<file path="src/hpq_ram.sv">
// Heap storage: one write port, two read ports with registered read data.
// Generic; no package dependency.
module hpq_ram #(
   parameter int DEPTH  = 64,
   parameter int ADDR_W = 6,
   parameter int DATA_W = 64
) (
   input  logic              clock,
   input  logic              wr_en,
   input  logic [ADDR_W-1:0] wr_addr,
   input  logic [DATA_W-1:0] wr_data,
   input  logic [ADDR_W-1:0] rd_addr_a,
   input  logic [ADDR_W-1:0] rd_addr_b,
   output logic [DATA_W-1:0] rd_data_a,
   output logic [DATA_W-1:0] rd_data_b
);

   logic [DATA_W-1:0] mem [DEPTH];

   always_ff @(posedge clock) begin
      if (wr_en) begin
         mem[wr_addr] <= wr_data;
      end
      rd_data_a <= mem[rd_addr_a];
      rd_data_b <= mem[rd_addr_b];
   end

endmodule

</file>
<file path="config.mk">
export PLATFORM = sky130hd
export DESIGN_NAME = hpq_ram
export DESIGN_NICKNAME = d
export VERILOG_FILES = /design/src/hpq_ram.sv
export SDC_FILE = /design/constraint.sdc
export NUM_CORES = 2
export LEC_CHECK = 0
export ABC_AREA = 0
export BUFFER_PORTS_ARGS = -buffer_cell sky130_fd_sc_hd__clkbuf_2
export CORE_UTILIZATION = 50
export CTS_CLUSTER_DIAMETER = 80
export CTS_CLUSTER_SIZE = 25
export DETAILED_ROUTE_END_ITERATION = 6
export GPL_ROUTABILITY_DRIVEN = 0
export PLACE_DENSITY = 0.65
export REMOVE_ABC_BUFFERS = 1
export SLEW_MARGIN = 20
export SYNTH_ARGS = -nofsm -noshare
export SYNTH_HDL_FRONTEND = slang
export SYNTH_SLANG_ARGS = --single-unit
</file>
<file path="constraint.sdc">
create_clock -name clock -period 18.5 [get_ports clock]
set_input_delay 2.775 -clock clock [delete_from_list [all_inputs] [get_ports clock]]
set_output_delay 2.775 -clock clock [all_outputs]
set_load 0.005 [all_outputs]
</file>
[Word level (Yosys, flattened, before mapping)]
Memories as Yosys holds them, arrays and structs flattened. A register that Yosys moved wholly into a read port is not among the register bits.
Index checks and enable logic that the tools add are counted.
Word-level totals
  flip-flop bits (word level): 0
  bits in latches: 0
  memory bits (writable): 4096
  ROM bits: 0
  bits of input ports: 84
  output and inout port bits: 128
  memories kept: 1
Memories
  mem: depth 64, bits a word 64, rd ports 2, clocked after memory_dff 2, write ports 1, line 18  | logic [DATA_W-1:0] mem [DEPTH];
Operators by class
  add/subtract/negate cells: 0
  multipliers: 0
  divide/modulo/power cells: 0
  magnitude comparators: 0
  equality and inequality tests: 0
  shifts and indexed selects: 0
  mux-type cells: 2
  bitwise gates (word level): 0
  reduce and logical (&&, ||, !) cells: 0
Operator list (count)
  1-bit two-way mux: 2

[Longest topological paths before layout]
  depth in word-level cells: 2
  depth in mapped cells: 9
  gate-level depth less buffers: 5

[Worst setup path before layout]
Ideal clock, no wire load.
  path kind: input to register
  start point: input wr_addr[3]
  end point: memory mem[48][0], enable pin
  setup time: 0.564 ns
  arrival: 7.621 ns
  data required time: 17.936 ns
  path slack: 10.315 ns
  cell stages on the path: 4
  buffers on the path: 1
  cell sequence: clkbuf_1 -> nor2b_1 -> nand4b_1 -> nor3_1
RTL lines
  from (decl): line 10  | input logic [ADDR_W-1:0] wr_addr,
  to (decl): line 18
No word-level cell before the write port.

==> flow_summary.json <==
{
  "status": "finished, violations left",
  "violations": "design-rule violations",
  "syn_area_um2": 188000,
  "synth_flop_cell": "edfxtp_1",
  "synth-async-reset-ratio": 0,
  "synth-simple-area-share": 0.0108,
  "synth.area.mux_share": 0.252,
  "cp.arrival_ns": 7.76,
  "ir_worst_vdd_mv": 0.0759,
  "min_period_over_period": 0.373,
  "synth.distinct_cells": 42,
  "switchingPower_w": 0.00424,
  "grt_pass1_vias": 108000,
  "drive_gt1_frac": 0.331,
  "synthXorXnorAreaFrac": 0,
  "grtUsageTotal": 0.338,
  "ff2ff_setup_slack_ns": 16.28,
  "crit_path_max_fanout": 77,
  "report.final.slew_viol_count": 0,
  "areaGrowthSynthToFinish_pct": 7.27,
  "grt_setup_unrepaired": "no",
  "finalSetupViolCount": 0,
  "worstReg2RegStart": "mem[39][58]",
  "power_w": 0.0178,
  "ant_nets": 0,
  "hp-class": "reg2reg",
  "clk_pin_slew_worst_paths_ns": 0.10,
  "fp.dieW_um": 615,
  "p_int_w": 0.0135,
  "drt_iter0_drc": 18200,
  "numCtsBuffers": 207,
  "synth-compound-area-share": 0.0480,
  "num_rows": 224,
  "antenna_found_initial": 48,
  "cap_violations": 0,
  "p_leak_nw": 60.6,
  "drc": 1,
  "synth_fa_ha_area_frac": 0,
  "cts_tree": "built",
  "clock.fmax_mhz": 145,
  "reg2reg_to": "rd_data_a[58]",
  "finalSetupTns_ns": 0,
  "clkLatencyLatePin_ns": 1.03,
  "post-dp-hpwl_mm": 358,
  "cp-start-kind": "primary input",
  "path_class": "in2reg",
  "grt_pass1_wl_mm": 882,
  "synth_top_family_by_area": "multiplexers",
  "sequentialPowerShare": 0.599,
  "routed_wl_mm": 643,
  "vias_per_cell": 7.69,
  "die_y_um": 615,
  "hold_viol": 0,
  "grt_max_degree": 115,
  "clock_sinks": 4224,
  "holdWs_ns": 0.900,
  "htree_levels": 4,
  "grt.overflow.total": 0,
  "numPortBuffers": 211,
  "nets": 8924,
  "crit_start": "rd_addr_a[1]",
  "fillCellCount": 28000,
  "synth_cells": 8841,
  "combPwrFrac": 0.091,
  "initial_core_util": 0.503,
  "postCtsSetupBuffers": 0,
  "cts_root_buffer": "clkbuf_16",
  "clk_path_buf_depth": 4,
  "synth_seq_area_share": 0.669,
  "fp.coreArea_um2": 373000,
  "cp-end-kind": "flip-flop",
  "die-area_um2": 378000,
  "synth_edf_count": 4096,
  "reg2reg_depth": 5,
  "ios": 212,
  "p_sw_frac": 0.238,
  "num_vias": 108000,
  "period_minus_slack_ns": 6.91,
  "power_density_nw_per_um2": 88.2,
  "avgSynthCellArea_um2": 21.2,
  "endpoint": "rd_data_a[52]",
  "max_slew_margin": 0.174,
  "cts-resized-gates": 0,
  "clkPwrFrac": 0.310,
  "drt_first_pass_iters": 7,
  "wire_per_inst_um": 45.9,
  "synth_warnings": 0,
  "hold_buffers": 0,
  "tightestPinTransition_ns": 1.24,
  "yosys_register_bits": 4224,
  "cp.required_ns": 19.35,
  "fin_worst_skew_ns": 0.0550
}
[kinds of logic after synthesis]
| kind of cell | Yosys count |
|---|---|
| flops | 4224 |
| mux | 2209 |
| buf+inv | 743 |
| simple gates | 418 |
| compound gates | 1247 |
[final cells by class]
type	count	area, µm²	share of cell area
multi-input combinational	3874	59100	0.293
inverter	1	6.26	0.0000311
antenna	47	118	0.000584
tap	4972	6220	0.0309
timing repair buffer	532	3910	0.0194
clock buffer	296	5670	0.0281
sequential	4224	126000	0.623
clock inverter	67	863	0.00429
[cell usage in the layout (no fill, tap or decap), drive strengths merged, types with 2 or more instances in the layout]
cell         n
o22a        51
or4          3
o221ai      73
a211oi      79
nand3b       5
a2111oi     12
a32oi        5
a22o       136
dfxtp      128
nand2b      18
nor2b       30
clkinv      24
diode       47
clkinvlp    11
a31oi       14
bufinv       9
nand2       39
nor2       164
nand3       18
mux2        16
o211a        5
o22ai      533
a311oi      13
a22oi       37
or3b         3
and2         3
buf        390
mux2i      177
o21ai        8
clkbuf     438
or2          6
inv         24
nand4        8
nor4        55
nor3        63
a221oi     153
edfxtp    4096
a21oi      128
mux4      2016
nand4b       2
[state kept, by name, indices dropped and copies added, names as in the netlist]
register / flops
rd_data_b: 64
mem: 4096
rd_data_a: 64
[layer usage]
layer	share of wire	vias up	global-route usage
li1	-	39400	-
met4	0.064	20	0.184
met3	0.13	1752	0.0832
met5	0.00028	-	0
met2	0.46	8598	0.520
met1	0.34	58100	0.448
[through the flow]
| step | area [µm²] | utilization | instances | setup slack (ns) |
|---|---|---|---|---|
| final | 201000 | 0.540 | 14000 | 11.59 |
| after CTS | 201000 | 0.540 | 14000 | 11.49 |
| after global routing | 201000 | 0.540 | 14000 | 11.12 |
| after detailed placement | 195000 | 0.522 | 13600 | 10.43 |
| after floorplan | 184000 | - | 8099 | 10.46 |
| after global placement | 195000 | 0.522 | 13600 | 10.42 |
[power by group through the flow]
stage | Sequential (W) | Clock (W) | Combinational (W)
4_1_cts | 0.0107 | 0.00554 | 0.00160
3_5_place_dp | 0.0109 | 0 | 0.00160
2_1_floorplan | 0.0108 | 0 | 0.000739
6_report | 0.0106 | 0.00551 | 0.00162
3_3_place_gp | 0.0109 | 0 | 0.00158
5_1_grt | 0.0107 | 0.00583 | 0.00167
[critical path: stages]
cell      delay [ns]
buf_8           0.55
buf_4           0.66
buf_4           0.63
buf_4           0.79
buf_4           0.88
mux4_2          0.42
a22o_1          0.23
a221oi_1        0.40
a221oi_2        0.13
[cells in the mapped netlist (5+ instances only)]
master / instances / area (µm²)
nor3_1: 63 / 315
nand4_1: 8 / 50.1
nand2_1: 39 / 146
buf_2: 242 / 1210
nand3_1: 18 / 90.1
nor2b_1: 30 / 188
a211oi_1: 79 / 593
dfxtp_1: 128 / 2560
a31oi_1: 14 / 87.6
o21ai_1: 8 / 40.0
a311oi_1: 13 / 114
buf_1: 33 / 124
clkbuf_1: 296 / 1110
o221ai_1: 73 / 639
a32oi_1: 5 / 43.8
mux2i_1: 177 / 1770
edfxtp_1: 4096 / 123000
a221oi_2: 19 / 285
nor2_1: 164 / 616
o211a_1: 5 / 50.1
nand3b_1: 5 / 37.5
mux4_2: 2016 / 45400
buf_4: 140 / 1050
a2111oi_0: 12 / 105
nand2b_1: 18 / 113
mux2_2: 16 / 180
or2_2: 6 / 37.5
o22ai_1: 533 / 3330
buf_6: 30 / 338
o22a_1: 51 / 447
a22oi_1: 37 / 278
a221oi_1: 134 / 1170
a22o_1: 136 / 1190
a21oi_1: 128 / 641
nor4_1: 55 / 344
[worst min-delay path by stage]
stage	startpoint	cells past startpoint	slack, ns	to
detailed placement	mem[51][61]	4	0.87	rd_data_b[61]
global route	mem[59][61]	4	0.93	rd_data_b[61]
CTS	mem[51][61]	4	0.90	rd_data_b[61]
floorplan	mem[2][15]	5	0.78	rd_data_b[15]
finish	mem[50][61]	4	0.90	rd_data_b[61]
global placement	mem[50][61]	4	0.86	rd_data_b[61]
(Power assumes the default switching activity.)
