$ cat src/hpq_pkg.sv
// Shared types and constants for the binary min-heap priority queue.
// No dependencies; hpq_ctrl and the top level import this package.
package hpq_pkg;

   localparam int CAPACITY     = 64;
   localparam int ADDR_W       = $clog2(CAPACITY);
   localparam int CNT_W        = $clog2(CAPACITY + 1);
   localparam int IDX_W        = ADDR_W + 2;
   localparam int COUNT_OUT_W  = 7;
   localparam int ENTRY_W      = 64;
   localparam int REQ_TDATA_W  = 64;
   localparam int RSP_FIELDS_W = 106;
   localparam int RSP_TDATA_W  = 112;

   localparam logic KIND_INSERT = 1'b0;
   localparam logic KIND_REMOVE = 1'b1;

   // Priority in the upper half, payload in the lower half.
   typedef struct packed {
      logic signed [31:0] pri;
      logic [31:0]        val;
   } entry_type;

   // Declared MSB first so that removed_valid lands in bit 0.
   typedef struct packed {
      logic                   dropped;
      logic [COUNT_OUT_W-1:0] entry_count;
      logic                   is_empty;
      logic signed [31:0]     head_priority;
      logic [31:0]            head_value;
      logic [31:0]            removed_value;
      logic                   removed_valid;
   } result_type;

   typedef struct packed {
      logic              wr_en;
      logic [ADDR_W-1:0] wr_addr;
      entry_type         wr_data;
      logic [ADDR_W-1:0] rd_addr_a;
      logic [ADDR_W-1:0] rd_addr_b;
   } ram_cmd_type;

endpackage

$ cat src/hpq_ctrl.sv
// Heap sequencer: accepts one request, sifts through the heap RAM level by level.
// Depends on hpq_pkg; drives the hpq_ram command struct.
module hpq_ctrl (
   input  logic                            clock,
   input  logic                            reset,
   input  logic                            req_tvalid,
   output logic                            req_tready,
   input  logic [hpq_pkg::REQ_TDATA_W-1:0] req_tdata,
   input  logic                            req_tuser,
   output logic                            res_valid,
   input  logic                            res_ready,
   output hpq_pkg::result_type             res,
   output hpq_pkg::ram_cmd_type            ram_cmd,
   input  hpq_pkg::entry_type              rd_data_a,
   input  hpq_pkg::entry_type              rd_data_b,
   output logic [hpq_pkg::CNT_W-1:0]       count
);
   import hpq_pkg::*;

   typedef enum logic [2:0] {
      ST_IDLE, ST_UP_RD, ST_UP_CMP, ST_DN_LOAD, ST_DN_RD, ST_DN_CMP, ST_FIN
   } state_type;

   state_type         state_ff, state_in;
   logic [CNT_W-1:0]  cnt_ff, cnt_in;
   logic [ADDR_W-1:0] pos_ff, pos_in;
   entry_type         cur_ff, cur_in;
   entry_type         head_ff, head_in;
   logic              rem_valid_ff, rem_valid_in;
   logic [31:0]       rem_value_ff, rem_value_in;
   logic              drop_ff, drop_in;

   entry_type         req_entry;
   logic [ADDR_W-1:0] up_addr;
   logic [IDX_W-1:0]  l_idx, r_idx, cnt_ext;
   logic              take_l, take_r;
   logic signed [31:0] best_pri;

   assign req_entry = req_tdata;
   assign up_addr   = (pos_ff - ADDR_W'(1)) >> 1;
   assign l_idx     = IDX_W'({pos_ff, 1'b1});
   assign r_idx     = l_idx + IDX_W'(1);
   assign cnt_ext   = IDX_W'(cnt_ff);
   assign take_l    = (l_idx < cnt_ext) && (rd_data_a.pri < cur_ff.pri);
   assign best_pri  = take_l ? rd_data_a.pri : cur_ff.pri;
   assign take_r    = (r_idx < cnt_ext) && (rd_data_b.pri < best_pri);

   assign req_tready = (state_ff == ST_IDLE);
   assign res_valid  = (state_ff == ST_FIN);
   assign count      = cnt_ff;

   always_comb begin
      res.removed_valid = rem_valid_ff;
      res.removed_value = rem_value_ff;
      res.is_empty      = (cnt_ff == '0);
      res.head_value    = res.is_empty ? 32'd0 : head_ff.val;
      res.head_priority = res.is_empty ? -32'sd1 : head_ff.pri;
      res.entry_count   = COUNT_OUT_W'(cnt_ff);
      res.dropped       = drop_ff;
   end

   always_comb begin
      state_in     = state_ff;
      cnt_in       = cnt_ff;
      pos_in       = pos_ff;
      cur_in       = cur_ff;
      rem_valid_in = rem_valid_ff;
      rem_value_in = rem_value_ff;
      drop_in      = drop_ff;
      ram_cmd      = '0;
      case (state_ff)
         ST_IDLE: begin
            if (req_tvalid) begin
               rem_valid_in = 1'b0;
               rem_value_in = 32'd0;
               drop_in      = 1'b0;
               if (req_tuser == KIND_INSERT) begin
                  if (cnt_ff == CNT_W'(CAPACITY)) begin
                     drop_in  = 1'b1;
                     state_in = ST_FIN;
                  end else begin
                     cur_in   = req_entry;
                     pos_in   = ADDR_W'(cnt_ff);
                     cnt_in   = cnt_ff + CNT_W'(1);
                     state_in = ST_UP_RD;
                  end
               end else if (cnt_ff == '0) begin
                  state_in = ST_FIN;
               end else begin
                  rem_valid_in = 1'b1;
                  rem_value_in = head_ff.val;
                  cnt_in       = cnt_ff - CNT_W'(1);
                  pos_in       = '0;
                  if (cnt_ff == CNT_W'(1)) begin
                     state_in = ST_FIN;
                  end else begin
                     // fetch the last entry; it restarts at the root
                     ram_cmd.rd_addr_a = ADDR_W'(cnt_ff - CNT_W'(1));
                     state_in          = ST_DN_LOAD;
                  end
               end
            end
         end
         ST_UP_RD: begin
            if (pos_ff == '0) begin
               ram_cmd.wr_en   = 1'b1;
               ram_cmd.wr_addr = '0;
               ram_cmd.wr_data = cur_ff;
               state_in        = ST_FIN;
            end else begin
               ram_cmd.rd_addr_a = up_addr;
               state_in          = ST_UP_CMP;
            end
         end
         ST_UP_CMP: begin
            ram_cmd.wr_en   = 1'b1;
            ram_cmd.wr_addr = pos_ff;
            if (cur_ff.pri < rd_data_a.pri) begin
               // pull the parent down into the hole and climb
               ram_cmd.wr_data = rd_data_a;
               pos_in          = up_addr;
               state_in        = ST_UP_RD;
            end else begin
               ram_cmd.wr_data = cur_ff;
               state_in        = ST_FIN;
            end
         end
         ST_DN_LOAD: begin
            cur_in   = rd_data_a;
            state_in = ST_DN_RD;
         end
         ST_DN_RD: begin
            if (l_idx >= cnt_ext) begin
               ram_cmd.wr_en   = 1'b1;
               ram_cmd.wr_addr = pos_ff;
               ram_cmd.wr_data = cur_ff;
               state_in        = ST_FIN;
            end else begin
               ram_cmd.rd_addr_a = l_idx[ADDR_W-1:0];
               ram_cmd.rd_addr_b = r_idx[ADDR_W-1:0];
               state_in          = ST_DN_CMP;
            end
         end
         ST_DN_CMP: begin
            ram_cmd.wr_en   = 1'b1;
            ram_cmd.wr_addr = pos_ff;
            if (take_r) begin
               ram_cmd.wr_data = rd_data_b;
               pos_in          = r_idx[ADDR_W-1:0];
               state_in        = ST_DN_RD;
            end else if (take_l) begin
               ram_cmd.wr_data = rd_data_a;
               pos_in          = l_idx[ADDR_W-1:0];
               state_in        = ST_DN_RD;
            end else begin
               ram_cmd.wr_data = cur_ff;
               state_in        = ST_FIN;
            end
         end
         ST_FIN: begin
            if (res_ready) begin
               state_in = ST_IDLE;
            end
         end
         default: begin
            state_in = ST_IDLE;
         end
      endcase
   end

   // Mirror every root write so the head is known without a read.
   always_comb begin
      head_in = head_ff;
      if (ram_cmd.wr_en && ram_cmd.wr_addr == '0) begin
         head_in = ram_cmd.wr_data;
      end
   end

   always_ff @(posedge clock) begin
      if (reset) begin
         state_ff     <= ST_IDLE;
         cnt_ff       <= '0;
         rem_valid_ff <= 1'b0;
         drop_ff      <= 1'b0;
      end else begin
         state_ff     <= state_in;
         cnt_ff       <= cnt_in;
         rem_valid_ff <= rem_valid_in;
         drop_ff      <= drop_in;
      end
      pos_ff       <= pos_in;
      cur_ff       <= cur_in;
      head_ff      <= head_in;
      rem_value_ff <= rem_value_in;
   end

endmodule

$ cat config.mk
export PLATFORM = sky130hd
export DESIGN_NAME = hpq_ctrl
export DESIGN_NICKNAME = d
export VERILOG_FILES = /design/src/hpq_pkg.sv /design/src/hpq_ctrl.sv
export SDC_FILE = /design/constraint.sdc
export NUM_CORES = 1
export LEC_CHECK = 0
export BUFFER_PORTS_ARGS = -buffer_cell sky130_fd_sc_hd__buf_4
export CORE_ASPECT_RATIO = 0.6
export CORE_MARGIN = 2
export CORE_UTILIZATION = 56
export DETAILED_ROUTE_END_ITERATION = 16
export PLACE_DENSITY = 0.88
export SLEW_MARGIN = 20
export SYNTH_ARGS = -nofsm -noshare
export SYNTH_HDL_FRONTEND = slang
export SYNTH_SLANG_ARGS = --single-unit
$ cat constraint.sdc
create_clock -name clock -period 13.4 [get_ports clock]
set_clock_uncertainty 0.2 [all_clocks]
set_input_delay 2.68 -clock clock [delete_from_list [all_inputs] [get_ports clock]]
set_output_delay 2.68 -clock clock [all_outputs]
set_load 0.005 [all_outputs]
# Word level (Yosys, flattened, before mapping)

Cells that the tools add are included.

Flip-flop bits (word level): 178
Bits of input ports: 197
Output and inout bits: 198
Logic and storage cells: 100

Add/subtract/negate cells: 4
$lt $le $gt $ge: 6
Equal/unequal tests: 18
Multiplexer cells: 48
Reductions and logical operators: 14

Operators by type and width:

| cell                | number |
|---|---|
| $mux 64             | 6 |
| $pmux 71 s4         | 1 |
| $mux 71             | 2 |
| $pmux 64 s2         | 1 |
| $lt 32x32->1        | 3 |
| $mux 32             | 3 |
| $mux 6              | 12 |
| $pmux 6 s3          | 2 |
| $mux 3              | 8 |
| $mux 7              | 3 |
| $pmux 3 s7          | 1 |
| $logic_not 6->1     | 2 |
| $mux 12             | 1 |
| $ne 2x2->1 const B  | 6 |
| $eq 3x3->1 const B  | 3 |
| $ne 3x3->1 const B  | 3 |
| $add 7x1->8 const B | 1 |
| $lt 8x7->1          | 1 |
| $reduce_and 4->1    | 2 |
| $add 7x1->7 const B | 1 |
| $eq 7x1->1 const B  | 1 |
| $eq 7x7->1 const B  | 1 |
| $ge 7x7->1          | 1 |
| $logic_not 7->1     | 1 |
| other kinds (15)    | 24 |

# Depth between registers and ports, before layout

Word-level depth: 9
Gate-level depth with buffers: 27
Gate-level depth less buffers: 21

# Least setup slack after synthesis

OpenSTA, ideal clock, no wires.

Kind: input -> output
From: input port rd_data_a[47] (netlist name)
To: output port ram_cmd[57] (netlist name)
Data arrival time: 7.104 ns
Required time: 10.520 ns
Path slack: 3.416 ns
Stages on the path: 26
Path through: inv_1 ha_1 nand4_1 nor4_2 o21ai_1 a31oi_1 or2_1 buf_6 xnor2_4 and2_1 buf_6 buf_6 mux2i_1 ha_1 and2_1 a221o_1 a2111oi_0 o21ai_0 nor3_1 and3_1 a221oi_4 nand2_2 buf_4 buf_2 nand3_1 nand3_1

RTL lines:

| what            | RTL line       | source |
|---|---|---|
| start, declared | hpq_ctrl.sv:14 | `input hpq_pkg::entry_type rd_data_a,` |
| end, declared   | hpq_ctrl.sv:13 | `output hpq_pkg::ram_cmd_type ram_cmd,` |

==> summary.md <==
| Metric | Value |
|---|---|
| Dpl ws | `1.09 ns` |
| Share of cells above drive strength 1 | `0.310` |
| Power per cell area | `258 nW/um^2` |
| Met3 WL | `4.23 mm` |
| Iteration-0 DRC Markers | `1,189` |
| Main area contributors after synthesis | `edfxtp_1 (41%), ha_1 (8.4%), mux2i_1 (5.4%)` |
| Placed cells | `1,787` |
| # port buffers | `393` |
| CTS tree | `yes` |
| Met2 wire len | `18.9 mm` |
| Critical Path Most Common Cell | `buf_4` |
| Final WL | `40.8 mm` |
| Hold Buf Count CTS | `0` |
| Crit start category | `input port` |
| Layout Nets | `1,805` |
| CP endpoint kind | `output pin` |
| Biggest area consumer among synthesized cells | `edfxtp_1` |
| Hold Vio Cnt, Final | `0` |
| Final GP Congestion | `0.909` |
| Final ANT Viol Nets | `0` |
| EDFF count, synth | `166` |
| Final setup viols | `0` |
| Critical path's slowest cell | `and2_4` |
| CTS sink count | `178` |
| #FFs+latches synth | `178` |
| Commonest cells in the synthesized netlist | `edfxtp_1 (166), nand2_1 (82), ha_1 (81)` |
| DR WL/cell | `22.5 um` |
| CP max FO | `53` |
| GRT Util Overall | `0.347` |
| Layout Area Growth over Synthesis | `29.2%` |
| TritonRoute pass-1 iters | `7` |
| Power, Total | `4.04 mW` |
| Top Metal Used | `met4` |
| Share of the synthesized area in the top cell type | `0.411` |
| Cell variety after synth | `61` |
| Slew @ Worst Pin | `1.01 ns` |
| M1 wire length | `16.4 mm` |
| Core area | `21,100 sq um` |
| Post-synth ARST share | `0` |
| Most common cell in the netlist | `edfxtp_1` |
| Initial Util | `0.574` |
| Die Span X | `194 um` |
| Final Slew Violations | `0` |
| Max clock buf depth | `2` |
| RSZ-0062 raised after global routing | `false` |
| Cell Chain, Critical Path | `buf_4 > inv_1 > ha_1 > nand4_1 > nor4_2 > o21ai_1 > a31oi_1 > or2_1 > xnor2_4 > and2_4 > mux2i_1 > ha_1 > and2_1 > a221o_1 > a2111oi_0 > o21ai_0 > a31oi_1 > and3_1 > a221oi_4 > nand2_4 > buf_4 > or3_1 > nand3_1 > buf_4` |
| Clock root buffer | `clkbuf_16` |
| Antenna diode count | `0` |
| Io pins | `395` |
| Rel. slew slack | `0.324` |
| Non-filler instance count after layout | `1,819` |
| CTS buffer count | `17` |
| Filler cells | `1,461` |
| Worst-path clk slew | `0.06 ns` |
| Num rows | `41` |
| Die ar. | `22,900 sq um` |
| Total gr overflow | `0` |
| Fin Setup TNS | `0 ns` |
| Final Cycle Share | `0.931` |
| VDD IR max | `0.000186 V` |
| Largest net degree at the start of global routing | `99` |
| H-tree depth | `4` |
| Initial antenna violation count | `0` |
| First-pass GRT wire length | `61.9 mm` |
| LEAKAGE | `6.70 nW` |
| Mapped Nets | `1,473` |
| Post-CTS Repair Setup Buffers | `0` |
| Synthesized area per cell | `10.1 sq um` |
| Sequential area share after synthesis | `0.431` |
| CP Class | `in2out` |
| Setup ws final | `0.925 ns` |
| Vias in the first global route | `10,900` |
| Run status | `complete, no violations` |
| Max-Cap Viols | `0` |
| HPWL Detailed | `29.6 mm` |
| Worst hold slack | `0.306 ns` |
| Via Count | `11,400` |
| Critical Path Max Stage Delay | `0.71 ns` |
| Crit path DAT | `9.59 ns` |
| Worst min-delay path category | `reg2reg` |
| Synthesis warning total | `0` |
| Mapped Cells | `1,195` |
| Post-cts resize count | `0` |
| Main synth FF type | `edfxtp_1` |
| Clock latency on the worst-skew pair | `0.44 ns` |
| Synthesized cell area | `12,100 sq um` |
| DRC Markers | `0` |
| Final min period | `12.47 ns` |
| Maximum clock frequency | `80.2 MHz` |
| DIE HEIGHT | `118 um` |
| WP data required | `10.52 ns` |
| DR vias/cell | `6.24` |
==> layer usage <==
metal / global-route usage / vias up
li1: - / 5116
met1: 0.467 / 5415
met2: 0.549 / 721
met3: 0.0799 / 104
met4: 0.127 / 0
met5: 0 / -
==> final timing paths <==
check,start,to,slack [ns],cells after the start
max,rd_data_a[47],ram_cmd[58],0.93,24
min,rem_valid_ff,rem_valid_ff,0.31,2
max reg2reg,cur_ff[47],pos_ff[2],5.64,20
min reg2reg,rem_valid_ff,rem_valid_ff,0.31,2
==> registers in the layout, summed over array words and instances (netlist names) <==
name,count
state_ff,3
cur_ff,64
count,7
pos_ff,6
drop_ff,1
rem_value_ff,32
head_ff,64
rem_valid_ff,1
==> layout by cell type (no fill, tap or decap), types with 39 or more instances in the layout <==
cell / n
a21oi_1: 41
inv_1: 48
ha_1: 81
nand3_1: 73
nand2_1: 79
buf_4: 402
o21ai_1: 39
edfxtp_1: 166
o21ai_0: 54
a22oi_1: 67
and2_1: 47
mux2i_1: 66
==> power by group <==
part	leakage, nW	total (mW)	internal (mW)	switching [mW]
Combinational	4.77	2.44	1.07	1.37
Sequential	1.67	1.12	0.951	0.164
Clock	0.257	0.482	0.255	0.227
Total	6.70	4.04	2.27	1.77
==> critical path, delay by kind of cell <==
family	cells	cell delay [ns]
AOI/OAI and AO/OA	7	1.81
muxes	1	0.33
and+or+nand+nor	9	3.05
adders and majority gates	2	0.61
xor gates and xnor gates	1	0.19
buffers and inverters	4	0.86
==> cell families (layout without fill, tap and decap cells) <==
kind of cell    count (synthesis)  count (layout)  synth area share
simple gates                  389             389             0.168
compound gates                253             253             0.133
flops                         178             178             0.431
buf+inv                       139             484            0.0513
mux                           131             131             0.115
fa+ha+maj                      81              81            0.0836
xor+xnor                       23              23            0.0182
other cells                     1               1          0.000309
==> metrics by stage <==
step	area [sq um]	utilization
floorplan	12100	-
global placement	15100	0.715
detailed placement	15100	0.715
CTS	15700	0.741
global route	15700	0.741
finish	15700	0.741
==> cell type report <==
cell class | instances | area, sq um | area share
Clock buffer | 18 | 429 | 0.0274
Clock inverter | 14 | 113 | 0.00719
Inverter | 50 | 188 | 0.0120
Multi-Input combinational cell | 878 | 6340 | 0.405
Sequential cell | 178 | 5230 | 0.334
Tap cell | 279 | 349 | 0.0223
Timing Repair Buffer | 402 | 3020 | 0.193
(Power assumes the default switching activity.)
